## src/slt_pkg.sv

```systemverilog
package slt_pkg;

    localparam int OP_W   = 2;
    localparam int SLOT_W = 6;
    localparam int LEN_W  = 7;

    typedef enum logic [OP_W-1:0] {
        OP_INSERT = 2'd0,
        OP_DELETE = 2'd1,
        OP_SEARCH = 2'd2,
        OP_CLEAR  = 2'd3
    } t_op;

    typedef enum logic [2:0] {
        ST_IDLE,
        ST_DECODE,
        ST_FREE,
        ST_WALK,
        ST_EVAL,
        ST_WRITE_A,
        ST_WRITE_B,
        ST_RESP
    } t_state;

    // read address source for the slot RAMs
    typedef enum logic [1:0] {
        RD_FREE,
        RD_HEAD,
        RD_NEXT
    } t_rd_sel;

    typedef enum logic [2:0] {
        UPD_NONE,
        UPD_INS_NODE,
        UPD_INS_LINK,
        UPD_DEL_LINK,
        UPD_DEL_FREE,
        UPD_CLEAR
    } t_upd;

    typedef enum logic [1:0] {
        RES_KEEP,
        RES_FAIL,
        RES_DONE,
        RES_SEARCH
    } t_res;

    typedef struct packed {
        logic    load;
        logic    free_cap;
        logic    walk_start;
        logic    walk_step;
        t_rd_sel rd_sel;
        t_upd    upd;
        t_res    res;
        logic    out_load;
    } t_dp_cmd;

    typedef struct packed {
        t_op  op;
        logic free_empty;
        logic list_empty;
        logic walk_done;
        logic found;
        logic out_free;
    } t_dp_stat;

endpackage

```

## src/slt_ctrl.sv

```systemverilog
module slt_ctrl import slt_pkg::*; (
    input  logic     i_clk,
    input  logic     i_rst_n,
    input  logic     i_in_valid,
    output logic     o_in_ready,
    input  t_dp_stat i_stat,
    output t_dp_cmd  o_cmd
);
    t_state r_state;
    t_state n_state;

    always_ff @(posedge i_clk) begin
        if (!i_rst_n) begin
            r_state <= ST_IDLE;
        end else begin
            r_state <= n_state;
        end
    end

    always_comb begin
        n_state      = r_state;
        o_cmd        = '0;
        o_cmd.rd_sel = RD_NEXT;
        o_in_ready   = 1'b0;
        case (r_state)
            ST_IDLE: begin
                o_in_ready = i_rst_n;
                if (i_in_valid && i_rst_n) begin
                    o_cmd.load = 1'b1;
                    n_state    = ST_DECODE;
                end
            end
            ST_DECODE: begin
                case (i_stat.op)
                    OP_CLEAR: begin
                        o_cmd.upd = UPD_CLEAR;
                        o_cmd.res = RES_DONE;
                        n_state   = ST_RESP;
                    end
                    OP_INSERT: begin
                        if (i_stat.free_empty) begin
                            o_cmd.res = RES_FAIL;
                            n_state   = ST_RESP;
                        end else begin
                            // fetch the link of the free-list head first
                            o_cmd.rd_sel = RD_FREE;
                            n_state      = ST_FREE;
                        end
                    end
                    default: begin
                        o_cmd.walk_start = 1'b1;
                        o_cmd.rd_sel     = RD_HEAD;
                        n_state          = i_stat.list_empty ? ST_EVAL : ST_WALK;
                    end
                endcase
            end
            ST_FREE: begin
                o_cmd.free_cap   = 1'b1;
                o_cmd.walk_start = 1'b1;
                o_cmd.rd_sel     = RD_HEAD;
                n_state          = i_stat.list_empty ? ST_EVAL : ST_WALK;
            end
            ST_WALK: begin
                o_cmd.walk_step = 1'b1;
                if (i_stat.walk_done) begin
                    n_state = ST_EVAL;
                end
            end
            ST_EVAL: begin
                case (i_stat.op)
                    OP_INSERT: begin
                        if (i_stat.found) begin
                            o_cmd.res = RES_FAIL;
                            n_state   = ST_RESP;
                        end else begin
                            n_state = ST_WRITE_A;
                        end
                    end
                    OP_DELETE: begin
                        if (!i_stat.found) begin
                            o_cmd.res = RES_FAIL;
                            n_state   = ST_RESP;
                        end else begin
                            n_state = ST_WRITE_A;
                        end
                    end
                    default: begin
                        o_cmd.res = RES_SEARCH;
                        n_state   = ST_RESP;
                    end
                endcase
            end
            ST_WRITE_A: begin
                o_cmd.upd = (i_stat.op == OP_INSERT) ? UPD_INS_NODE : UPD_DEL_LINK;
                n_state   = ST_WRITE_B;
            end
            ST_WRITE_B: begin
                o_cmd.upd = (i_stat.op == OP_INSERT) ? UPD_INS_LINK : UPD_DEL_FREE;
                o_cmd.res = RES_DONE;
                n_state   = ST_RESP;
            end
            ST_RESP: begin
                if (i_stat.out_free) begin
                    o_cmd.out_load = 1'b1;
                    n_state        = ST_IDLE;
                end
            end
            default: begin
                n_state = ST_IDLE;
            end
        endcase
    end
endmodule

```

## config.mk

```make
export PLATFORM = sky130hd
export DESIGN_NAME = slt_ctrl
export DESIGN_NICKNAME = d
export VERILOG_FILES = /design/src/slt_pkg.sv /design/src/slt_ctrl.sv
export SDC_FILE = /design/constraint.sdc
export NUM_CORES = 1
export LEC_CHECK = 0
export BUFFER_PORTS_ARGS = -buffer_cell sky130_fd_sc_hd__buf_2
export CORE_MARGIN = 2
export CORE_UTILIZATION = 41
export DETAILED_ROUTE_END_ITERATION = 16
export GPL_ROUTABILITY_DRIVEN = 0
export GPL_TIMING_DRIVEN = 0
export PLACE_DENSITY = 0.85
export SYNTH_ARGS = -nofsm -noshare
export SYNTH_HDL_FRONTEND = slang
export SYNTH_SLANG_ARGS = --single-unit
export TNS_END_PERCENT = 10
```

## constraint.sdc

```tcl
create_clock -name i_clk -period 1.7 [get_ports i_clk]
set_clock_uncertainty 0.2 [all_clocks]
set_input_delay 0.34 -clock i_clk [delete_from_list [all_inputs] [get_ports i_clk]]
set_output_delay 0.34 -clock i_clk [all_outputs]
set_load 0.02 [all_outputs]
```

==> impl_metrics.env <==
export IMPL_io_pins=23
export IMPL_min_from="i_in_valid"
export IMPL_synth_nets=87
export IMPL_rr_worst_depth=5
export IMPL_crit_family="simple AND/OR/NAND/NOR gates"
export IMPL_layout_worst_path_cycle_share_pct=120
export IMPL_clkPwrFrac_pct=16.1
export IMPL_clkLatencyLatePin_ns=0.23
export IMPL_timing_rr_start="r_state[0]$_SDFFE_PN0P_"
export IMPL_core_area_um2=1250
export IMPL_drive_above_1_share_pct=54.9
export IMPL_overflow=0
export IMPL_antenna_found_initial=0
export IMPL_start_util_pct=42.8
export IMPL_holdPathStages=3
export IMPL_min_period_ns=2.03
export IMPL_crit_path_end_kind="output pin"
export IMPL_crit_required_ns=1.16
export IMPL_ys_seq_area_share_pct=11.2
export IMPL_hold_viol=0
export IMPL_seq_power_share_pct=14.9
export IMPL_worstMarginPinSlew_ns=0.263
export IMPL_drt_iter0_drc=34
export IMPL_reg2reg_to="r_state[1]$_SDFFE_PN0P_"
export IMPL_violations="setup timing"
export IMPL_htree_levels=1
export IMPL_holdWs_ns=0.158
export IMPL_avgSynthCellArea_um2=7.44
export IMPL_vdd_ir_drop_max_mv=0.439
export IMPL_worstSetupPathType="in -> out"
export IMPL_vias=673
export IMPL_synth_distinct_cells=35
export IMPL_finalNetCount=118
export IMPL_vias_per_cell=5.75
export IMPL_clock_path_buffers=2
export IMPL_run_status="finished, violations left"
export IMPL_cts_tree="done"
export IMPL_grt_pass1_wl_um=2420
export IMPL_cts_root_buf="clkbuf_4"
export IMPL_power_internal_uw=447
export IMPL_crit_buf_inv=2
export IMPL_fmax_mhz=492
export IMPL_fp_dieH_um=40.1
export IMPL_critPathLaunch="i_stat[5]"
export IMPL_hp_class="in -> reg"
export IMPL_worst_slack_ns=-0.334
export IMPL_synth_async_reset_ratio_pct=0
export IMPL_rsz0062_at_grt="yes"
export IMPL_worst_ep_arrival_time_ns=1.49
export IMPL_n_antenna_cell=0
export IMPL_rows=13
export IMPL_syn_to_final_growth_pct=68.2
export IMPL_max_stage_delay_ns=0.38
export IMPL_clk_pin_slew_ns=0.04
export IMPL_top_register="r_state"
export IMPL_combPwrFrac_pct=69.0
export IMPL_path_cells="buf_12 -> ha_4 -> a21o_1 -> and3b_1 -> or3_4 -> buf_6"
export IMPL_cts_buffers=3
export IMPL_hpwl_um=1030
export IMPL_p_per_area_nw_per_um2=867
export IMPL_worstHoldEndpoint="r_state[0]$_SDFFE_PN0P_"
export IMPL_dieArea_um2=1610
export IMPL_slowest_stage="or3_4"
export IMPL_cts_sinks=3
export IMPL_portBuffers=22
export IMPL_crit_fanout=4
export IMPL_wl_per_cell_um=15.7
export IMPL_drtAntennaViolNets=0
export IMPL_maxCapViolations=0
export IMPL_grt_max_degree=11
export IMPL_largest_reg_flops=3
export IMPL_finalSetupViolCount=11
export IMPL_p_leak_uw=0.000420
export IMPL_first_pass_iters=4
export IMPL_syn_inst=72
export IMPL_wl_um=1830
export IMPL_drc_errors=0
export IMPL_grt_usage_pct=22.6
export IMPL_switching_share_pct=42.8
export IMPL_yosys_warnings=0
export IMPL_drv_slew=0
export IMPL_dp_cells=109
export IMPL_synth_edf_count=0
export IMPL_final_cells=117
export IMPL_fp_dieW_um=40.1
export IMPL_syn_area_um2=536
export IMPL_switchingPower_uw=334
export IMPL_cp_start_kind="primary input"
export IMPL_r2r_slack_ns=0.20
export IMPL_synth_ff_type="dfxtp_1"
export IMPL_grt_pass1_vias=546
export IMPL_synth_seq_cells=3
export IMPL_relSlewSlack_pct=82.4
export IMPL_reg_top3="r_state: 3 flops"
layer usage:
layer	GRT usage, %	vias up	wire (um)	part of all wire (%)
met5	0	-	0	0
li1	-	317	-	-
met1	30.0	318	774	42
met4	11.2	0	40	2.2
met3	2.78	6	77	4.2
met2	35.5	32	939	51
power groups by stage:
| stage | sequential, uW | clock (uW) | combinational [uW] |
|---|---|---|---|
| 4_1_cts | 113 | 128 | 491 |
| 6_report | 116 | 126 | 539 |
| 3_5_place_dp | 101 | 0 | 418 |
| 5_1_grt | 117 | 137 | 564 |
| 3_3_place_gp | 101 | 0 | 410 |
| 2_1_floorplan | 97.2 | 0 | 322 |
layout make-up:
class	count	area [um2]
Multi-Input combinational cell	57	493
Sequential cell	3	71.3
Tap cell	15	18.8
Fill cell	89	352
Clock buffer	4	26.3
Timing Repair Buffer	27	214
Buffer	4	41.3
Inverter	7	36.3
metrics by stage:
step           power [uW]  TNS, ns  setup slack (ns)  util [%]  area (um2)
2_1_floorplan         420   -0.508            -0.134         -         579
3_5_place_dp          519    -1.85            -0.449      56.5         708
3_3_place_gp          511    -1.62            -0.431      56.5         708
5_1_grt               819    -2.19            -0.348      71.9         901
6_report              781    -1.71            -0.334      71.9         901
4_1_cts               732    -1.51            -0.292      68.8         862
worst max path at each step:
| stage | to | slack (ns) | cells after the start |
|---|---|---|---|
| finish | o_cmd[7] | -0.33 | 6 |
| global route | o_cmd[7] | -0.35 | 6 |
| CTS | o_cmd[7] | -0.29 | 7 |
| detailed placement | o_cmd[1] | -0.45 | 8 |
| global placement | o_cmd[7] | -0.43 | 6 |
| floorplan | o_cmd[1] | -0.13 | 6 |
layout by cell type (no fill, tap or decap), types with 3 or more instances in the layout:
master | netlist | routed
buf_2 | 1 | 11
ha_4 | 0 | 3
nand2_1 | 11 | 10
clkbuf_4 | 0 | 3
a21oi_1 | 5 | 5
inv_1 | 7 | 4
dfxtp_4 | 0 | 3
nor2_1 | 3 | 3
buf_6 | 2 | 6
buf_4 | 2 | 11
Yosys cell counts (all sizes together) (2+ instances only):
library cell  instances  area [um2]
or3                   3        18.8
nor2                  3        11.3
a21oi                 5        25.0
dfxtp                 3        60.1
buf                   5        42.5
a21o                  2        15.0
nand2                11        41.3
nor3                  2        10.0
and3b                 2        17.5
nor3b                 3        38.8
and2b                 2        15.0
inv                   7        26.3
o21bai                2        15.0
ha                    5        62.6
logic make-up (layout without fill, tap and decap cells):
logic type / Yosys count / in the layout / share of synthesized area, %
AOI/OAI and AO/OA: 19 / 19 / 25.7
xor gates and xnor gates: 1 / 1 / 1.64
adders and majority gates: 5 / 5 / 11.7
buffers and inverters: 12 / 42 / 12.8
DFF: 3 / 3 / 11.2
muxes: 1 / 1 / 2.80
and+or+nand+nor: 31 / 31 / 34.1
worst reg2reg max path: cells and delay by family, from the launching register on:
| kind | cells | cell delay, ns |
|---|---|---|
| AO/OA/AOI/OAI | 2 | 0.34 |
| multiplexers | 1 | 0.29 |
| AND/OR/NAND/NOR | 1 | 0.09 |
| buffers and inverters | 1 | 0.14 |
| flip-flops | 1 | 0.37 |
timing repair:
action	4_1_cts	5_1_grt
resized for setup	35	9
pin swaps	5	1
buffers inserted	4	1
setup endpoints to repair	13	13
hold buffers	0	0
No activity file was read; power rests on OpenSTA's default activity.
