**config.mk**
```make
export PLATFORM = sky130hd
export DESIGN_NAME = slt_dpath
export DESIGN_NICKNAME = d
export VERILOG_FILES = /design/src/slt_pkg.sv /design/src/slt_ram.sv /design/src/slt_dpath.sv
export SDC_FILE = /design/constraint.sdc
export NUM_CORES = 2
export LEC_CHECK = 0
export BUFFER_PORTS_ARGS = -buffer_cell sky130_fd_sc_hd__buf_2
export CAP_MARGIN = 20
export CORE_MARGIN = 2
export CORE_UTILIZATION = 40
export CTS_CLUSTER_DIAMETER = 40
export CTS_CLUSTER_SIZE = 40
export DETAILED_ROUTE_END_ITERATION = 8
export SLEW_MARGIN = 20
export SYNTH_ARGS = -nofsm -noshare
export SYNTH_HDL_FRONTEND = slang
export SYNTH_SLANG_ARGS = --single-unit
```
**constraint.sdc**
```tcl
create_clock -name i_clk -period 12.1 [get_ports i_clk]
set_input_delay 0.605 -clock i_clk [delete_from_list [all_inputs] [get_ports i_clk]]
set_output_delay 0.605 -clock i_clk [all_outputs]
set_load 0.01 [all_outputs]
```
**src/slt_pkg.sv**
```systemverilog
package slt_pkg;

    localparam int OP_W   = 2;
    localparam int SLOT_W = 6;
    localparam int LEN_W  = 7;

    typedef enum logic [OP_W-1:0] {
        OP_INSERT = 2'd0,
        OP_DELETE = 2'd1,
        OP_SEARCH = 2'd2,
        OP_CLEAR  = 2'd3
    } t_op;

    typedef enum logic [2:0] {
        ST_IDLE,
        ST_DECODE,
        ST_FREE,
        ST_WALK,
        ST_EVAL,
        ST_WRITE_A,
        ST_WRITE_B,
        ST_RESP
    } t_state;

    // read address source for the slot RAMs
    typedef enum logic [1:0] {
        RD_FREE,
        RD_HEAD,
        RD_NEXT
    } t_rd_sel;

    typedef enum logic [2:0] {
        UPD_NONE,
        UPD_INS_NODE,
        UPD_INS_LINK,
        UPD_DEL_LINK,
        UPD_DEL_FREE,
        UPD_CLEAR
    } t_upd;

    typedef enum logic [1:0] {
        RES_KEEP,
        RES_FAIL,
        RES_DONE,
        RES_SEARCH
    } t_res;

    typedef struct packed {
        logic    load;
        logic    free_cap;
        logic    walk_start;
        logic    walk_step;
        t_rd_sel rd_sel;
        t_upd    upd;
        t_res    res;
        logic    out_load;
    } t_dp_cmd;

    typedef struct packed {
        t_op  op;
        logic free_empty;
        logic list_empty;
        logic walk_done;
        logic found;
        logic out_free;
    } t_dp_stat;

endpackage

```
**src/slt_ram.sv**
```systemverilog
module slt_ram #(
    parameter int WIDTH = 8,
    parameter int DEPTH = 64
) (
    input  logic                     i_clk,
    input  logic                     i_we,
    input  logic [$clog2(DEPTH)-1:0] i_waddr,
    input  logic [WIDTH-1:0]         i_wdata,
    input  logic [$clog2(DEPTH)-1:0] i_raddr,
    output logic [WIDTH-1:0]         o_rdata
);
    logic [WIDTH-1:0] r_mem [DEPTH];
    logic [WIDTH-1:0] r_rdata;

    always_ff @(posedge i_clk) begin
        if (i_we) begin
            r_mem[i_waddr] <= i_wdata;
        end
        r_rdata <= r_mem[i_raddr];
    end

    assign o_rdata = r_rdata;
endmodule

```
**src/slt_dpath.sv**
```systemverilog
module slt_dpath import slt_pkg::*; #(
    parameter int CAPACITY = 64,
    parameter int KEY_BITS = 32
) (
    input  logic                       i_clk,
    input  logic                       i_rst_n,
    input  t_dp_cmd                    i_cmd,
    output t_dp_stat                   o_stat,
    input  logic [OP_W-1:0]            i_opcode,
    input  logic signed [KEY_BITS-1:0] i_key,
    output logic                       o_out_valid,
    input  logic                       i_out_ready,
    output logic                       o_success,
    output logic [SLOT_W-1:0]          o_slot,
    output logic [LEN_W-1:0]           o_length
);
    localparam int IDX_W = $clog2(CAPACITY + 1);
    localparam int AW    = $clog2(CAPACITY);
    localparam logic [IDX_W-1:0] END_MARK  = IDX_W'(CAPACITY);
    localparam logic [IDX_W-1:0] LAST_STEP = IDX_W'(CAPACITY - 1);

    // list state
    logic [IDX_W-1:0] r_list_head;
    logic [IDX_W-1:0] r_free_head;
    logic [IDX_W-1:0] r_fresh;      // slots at and above this were never linked
    logic [IDX_W-1:0] r_count;

    // per-operation working registers
    t_op                        r_op;
    logic signed [KEY_BITS-1:0] r_key;
    logic [IDX_W-1:0]           r_i;
    logic [IDX_W-1:0]           r_prev;
    logic [IDX_W-1:0]           r_next;
    logic [IDX_W-1:0]           r_steps;
    logic [IDX_W-1:0]           r_free_next;
    logic                       r_found;
    logic                       r_ok;
    logic [IDX_W-1:0]           r_slot;

    // output word
    logic              r_out_valid;
    logic              r_out_success;
    logic [SLOT_W-1:0] r_out_slot;
    logic [LEN_W-1:0]  r_out_length;

    logic [AW-1:0]       rd_addr;
    logic [KEY_BITS-1:0] key_rdata;
    logic [IDX_W-1:0]    link_rdata;
    logic [IDX_W-1:0]    link_nxt;
    logic                key_we;
    logic                link_we;
    logic [AW-1:0]       link_waddr;
    logic [IDX_W-1:0]    link_wdata;
    logic                less;
    logic                step_last;
    logic                walk_done;

    logic [SLOT_W+IDX_W-1:0] slot_ext;
    logic [LEN_W+IDX_W-1:0]  len_ext;

    slt_ram #(
        .WIDTH (KEY_BITS),
        .DEPTH (CAPACITY)
    ) u_key_ram (
        .i_clk   (i_clk),
        .i_we    (key_we),
        .i_waddr (r_free_head[AW-1:0]),
        .i_wdata (r_key),
        .i_raddr (rd_addr),
        .o_rdata (key_rdata)
    );

    slt_ram #(
        .WIDTH (IDX_W),
        .DEPTH (CAPACITY)
    ) u_link_ram (
        .i_clk   (i_clk),
        .i_we    (link_we),
        .i_waddr (link_waddr),
        .i_wdata (link_wdata),
        .i_raddr (rd_addr),
        .o_rdata (link_rdata)
    );

    assign link_nxt  = (link_rdata >= END_MARK) ? END_MARK : link_rdata;
    assign less      = $signed(key_rdata) < r_key;
    assign step_last = (r_steps == LAST_STEP);
    assign walk_done = !less || (link_nxt == END_MARK) || step_last;

    // the next address comes straight off the link read, one slot per cycle
    always_comb begin
        case (i_cmd.rd_sel)
            RD_FREE: rd_addr = r_free_head[AW-1:0];
            RD_HEAD: rd_addr = r_list_head[AW-1:0];
            default: rd_addr = link_nxt[AW-1:0];
        endcase
    end

    always_comb begin
        key_we     = 1'b0;
        link_we    = 1'b0;
        link_waddr = r_prev[AW-1:0];
        link_wdata = r_free_head;
        case (i_cmd.upd)
            UPD_INS_NODE: begin
                key_we     = 1'b1;
                link_we    = 1'b1;
                link_waddr = r_free_head[AW-1:0];
                link_wdata = r_i;
            end
            UPD_INS_LINK: begin
                link_we = (r_prev != END_MARK);
            end
            UPD_DEL_LINK: begin
                link_we    = (r_prev != END_MARK);
                link_wdata = r_next;
            end
            UPD_DEL_FREE: begin
                link_we    = 1'b1;
                link_waddr = r_i[AW-1:0];
            end
            default: begin
                link_we = 1'b0;
            end
        endcase
    end

    always_ff @(posedge i_clk) begin
        if (!i_rst_n) begin
            r_list_head <= END_MARK;
            r_free_head <= '0;
            r_fresh     <= '0;
            r_count     <= '0;
            r_out_valid <= 1'b0;
        end else begin
            case (i_cmd.upd)
                UPD_INS_LINK: begin
                    if (r_prev == END_MARK) begin
                        r_list_head <= r_free_head;
                    end
                    r_free_head <= r_free_next;
                    if (r_free_head >= r_fresh) begin
                        r_fresh <= IDX_W'(r_free_head + 1'b1);
                    end
                    r_count <= IDX_W'(r_count + 1'b1);
                end
                UPD_DEL_LINK: begin
                    if (r_prev == END_MARK) begin
                        r_list_head <= r_next;
                    end
                end
                UPD_DEL_FREE: begin
                    r_free_head <= r_i;
                    if (r_count != '0) begin
                        r_count <= IDX_W'(r_count - 1'b1);
                    end
                end
                UPD_CLEAR: begin
                    r_list_head <= END_MARK;
                    r_free_head <= '0;
                    r_fresh     <= '0;
                    r_count     <= '0;
                end
                default: begin
                    r_count <= r_count;
                end
            endcase
            if (i_cmd.out_load) begin
                r_out_valid <= 1'b1;
            end else if (i_out_ready) begin
                r_out_valid <= 1'b0;
            end
        end
    end

    assign slot_ext = {{SLOT_W{1'b0}}, r_slot};
    assign len_ext  = {{LEN_W{1'b0}}, r_count};

    always_ff @(posedge i_clk) begin
        if (i_cmd.load) begin
            r_op  <= t_op'(i_opcode);
            r_key <= i_key;
        end
        if (i_cmd.free_cap) begin
            // untouched slots still chain to the next index
            r_free_next <= (r_free_head >= r_fresh) ? IDX_W'(r_free_head + 1'b1) : link_nxt;
        end
        if (i_cmd.walk_start) begin
            r_i     <= r_list_head;
            r_prev  <= END_MARK;
            r_steps <= '0;
            r_found <= 1'b0;
        end else if (i_cmd.walk_step) begin
            if (less) begin
                r_prev  <= r_i;
                r_i     <= step_last ? END_MARK : link_nxt;
                r_steps <= IDX_W'(r_steps + 1'b1);
            end else begin
                r_found <= ($signed(key_rdata) == r_key);
                r_next  <= link_nxt;
            end
        end
        case (i_cmd.res)
            RES_FAIL: begin
                r_ok   <= 1'b0;
                r_slot <= '0;
            end
            RES_DONE: begin
                r_ok   <= 1'b1;
                r_slot <= '0;
            end
            RES_SEARCH: begin
                r_ok   <= r_found;
                r_slot <= r_found ? r_i : '0;
            end
            default: begin
                r_ok <= r_ok;
            end
        endcase
        if (i_cmd.out_load) begin
            r_out_success <= r_ok;
            r_out_slot    <= slot_ext[SLOT_W-1:0];
            r_out_length  <= len_ext[LEN_W-1:0];
        end
    end

    assign o_stat.op         = r_op;
    assign o_stat.free_empty = (r_free_head == END_MARK);
    assign o_stat.list_empty = (r_list_head == END_MARK);
    assign o_stat.walk_done  = walk_done;
    assign o_stat.found      = r_found;
    assign o_stat.out_free   = !r_out_valid || i_out_ready;

    assign o_out_valid = r_out_valid;
    assign o_success   = r_out_success;
    assign o_slot      = r_out_slot;
    assign o_length    = r_out_length;
endmodule

```
==> results.ini <==
[run_status]
status = completed

[synth]
ys_ff_latch = 2655
syn_area_per_cell_um2 = 14.8
ys.flop_type = edfxtp_1
async_flop_share_pct = 0
synthDistinctLibCells = 70
syn_inst = 7140
synth.top_cells.by_area = edfxtp_1, nand2_1, mux2i_1
synth_area_leader_cell = edfxtp_1
synth_area_um2 = 106000
ys_seq_area_share_pct = 74.7
synth_nets = 7237
ys_warn_count = 0
synth_top_cell_area_share_pct = 73.2
synth-edff-count = 2572

[sta]
worst_slew_pin_slew_ns = 1.34
setup-violations-final = 0
fin_crit_ns = 5.54
skew_ns = 0.0583
min_period_over_period_pct = 45.8
fin_setup_tns_ns = 0
timing.final.hold_violations = 0
maxSlewHeadroom_pct = 10.0
rsz0062_at_grt = no
slew_viol_final = 0
fmax_mhz = 180

[global_routing]
grt_pass1_vias = 63000
antenna_found_initial = 35
grt_max_degree = 166
grt_usage_pct = 23.6
grt_pass1_wl_um = 461000
grt_overflow = 0

[min_path]
hold_class = input port to register

[drt]
viasPerCell = 5.92
vias = 66400
drt_pass1_iterations = 6
wl_per_cell_um = 29.1
drt-initial-drc-count = 10500
routed_wl_um = 326000
antenna_left = 0
drc = 0

[worst_setup_path]
critPathMaxStageDelay_ns = 0.81
cp.required_ns = 12.87
path_class = register to register
cp.arrival_ns = 6.31
cp_max_fo = 62
crit_buf_inv = 2
cpMostUsedCell = buf_4
end_kind = register
path_delay_family = buffers and inverters
cp_slowest_cell = buf_4
path_cells = nand3b_1 -> o21a_4 -> buf_4 -> buf_4 -> mux4_2 -> nand3_1 -> o21ai_0 -> or4_1
crit_path_start_kind = register

[cts]
htreeDepth = 5
numCtsBuffers = 377
clk_path_buf_depth = 4
ctsResizeCount = 0
cts-root-buf = clkbuf_16
clk_pin_slew_worst_paths_ns = 0.06
clock-sinks = 2655
hold_buffers = 35
post_cts_buffers = 0
insertion_delay_ns = 0.90
cts_tree = built

[layout]
syn2layout_area_growth_pct = 17.4
final_common_cell = edfxtp_1
fin_nets = 7467
drive_gt1_share_pct = 14.8
layout_common_cells = edfxtp_1, nand2_1, nand3_1

[placement]
io_buffers = 70
hpwl_um = 174000
gp_congestion = 0.850

[pwr]
leakage_nw = 43.4
finalPower_mw = 27.4
p_per_area_nw_per_um2 = 221
ir_drop_mv = 0.189

[floorplanning]
die_w_um = 518
rows = 188
io_pins = 71
core_um2 = 263000
die_area_um2 = 268000
die_h_um = 518
initial_core_util_pct = 40.2

[job]
cap_violations = 0

-- layer usage --
layer	wire length [um]	GRT usage [%]	up-vias
li1	-	-	27900
met1	133000	33.9	33900
met2	146000	35.7	3921
met3	34700	4.33	704
met4	12200	8.64	12
met5	105	0	-
-- registers in the layout, summed over array words and instances (netlist names), 32 cells and up --
| signal | count |
|---|---|
| u_link_ram.r_mem | 448 |
| u_key_ram.o_rdata | 32 |
| u_key_ram.r_mem | 2048 |
| r_key | 32 |
-- synth_stat cells (63+ instances only) --
| cell | instances |
|---|---|
| mux2i_1 | 442 |
| o221ai_1 | 97 |
| mux4_2 | 79 |
| a31oi_1 | 78 |
| a21oi_1 | 115 |
| dfxtp_1 | 83 |
| clkbuf_1 | 206 |
| and3_1 | 129 |
| nor2_1 | 189 |
| buf_2 | 148 |
| a311oi_1 | 108 |
| edfxtp_1 | 2572 |
| inv_1 | 63 |
| o21ai_0 | 136 |
| nand2_1 | 1464 |
| nand3_1 | 542 |
-- cell type report --
| class | instances | area (um^2) |
|---|---|---|
| diodes | 6 | 15.0 |
| clock buffers | 409 | 9720 |
| clock inverters | 285 | 3330 |
| fillers | 22400 | 139000 |
| inverters | 63 | 236 |
| multi-input cells | 3973 | 25000 |
| flip-flops and latches | 2655 | 78900 |
| well taps | 3515 | 4400 |
| repair buffers | 300 | 2300 |
-- cell families (layout without fill, tap and decap cells) --
| group | count (synthesis) | after routing | share of synthesized area (%) |
|---|---|---|---|
| AOI/OAI and AO/OA | 872 | 872 | 5.89 |
| xor gates and xnor gates | 8 | 8 | 0.0664 |
| adders and majority gates | 48 | 48 | 0.576 |
| buffers and inverters | 512 | 1057 | 2.29 |
| DFF | 2655 | 2655 | 74.7 |
| muxes | 546 | 546 | 6.15 |
| other | 0 | 6 | 0 |
| and+or+nand+nor | 2499 | 2499 | 10.3 |
-- where the power goes --
group	switching [mW]	total [mW]	internal [mW]
Combinational	3.95	5.55	1.59
Sequential	0.148	10.5	10.4
Clock	4.33	11.3	6.97
Total	8.44	27.4	18.9
-- metrics by stage --
| step | util (%) | instance area (um^2) | hold WS [ns] | cells | setup WS (ns) |
|---|---|---|---|---|---|
| after detailed placement | 42.1 | 110000 | 0.414 | 10500 | 6.32 |
| after global placement | 42.1 | 110000 | 0.404 | 10500 | 6.34 |
| after floorplan | - | 106000 | 0.400 | 7140 | 7.16 |
| final | 47.2 | 124000 | 0.0884 | 11200 | 6.56 |
| after global routing | 47.2 | 124000 | 0.0639 | 11200 | 6.34 |
| after CTS | 47.2 | 124000 | 0.0399 | 11200 | 6.68 |
-- path summary, 6_finish.rpt --
path / startpoint / end / cells after the start / slack (ns)
worst min register to register: r_slot[5] / o_slot[5] / 0 / 0.42
worst max-delay path: u_link_ram.o_rdata[6] / u_key_ram.o_rdata[16] / 8 / 6.56
worst min-delay path: i_cmd[1] / r_ok / 2 / 0.09
worst max register to register: u_link_ram.o_rdata[6] / u_key_ram.o_rdata[16] / 8 / 6.56
Note: power is estimated with default switching activity, not from simulation.
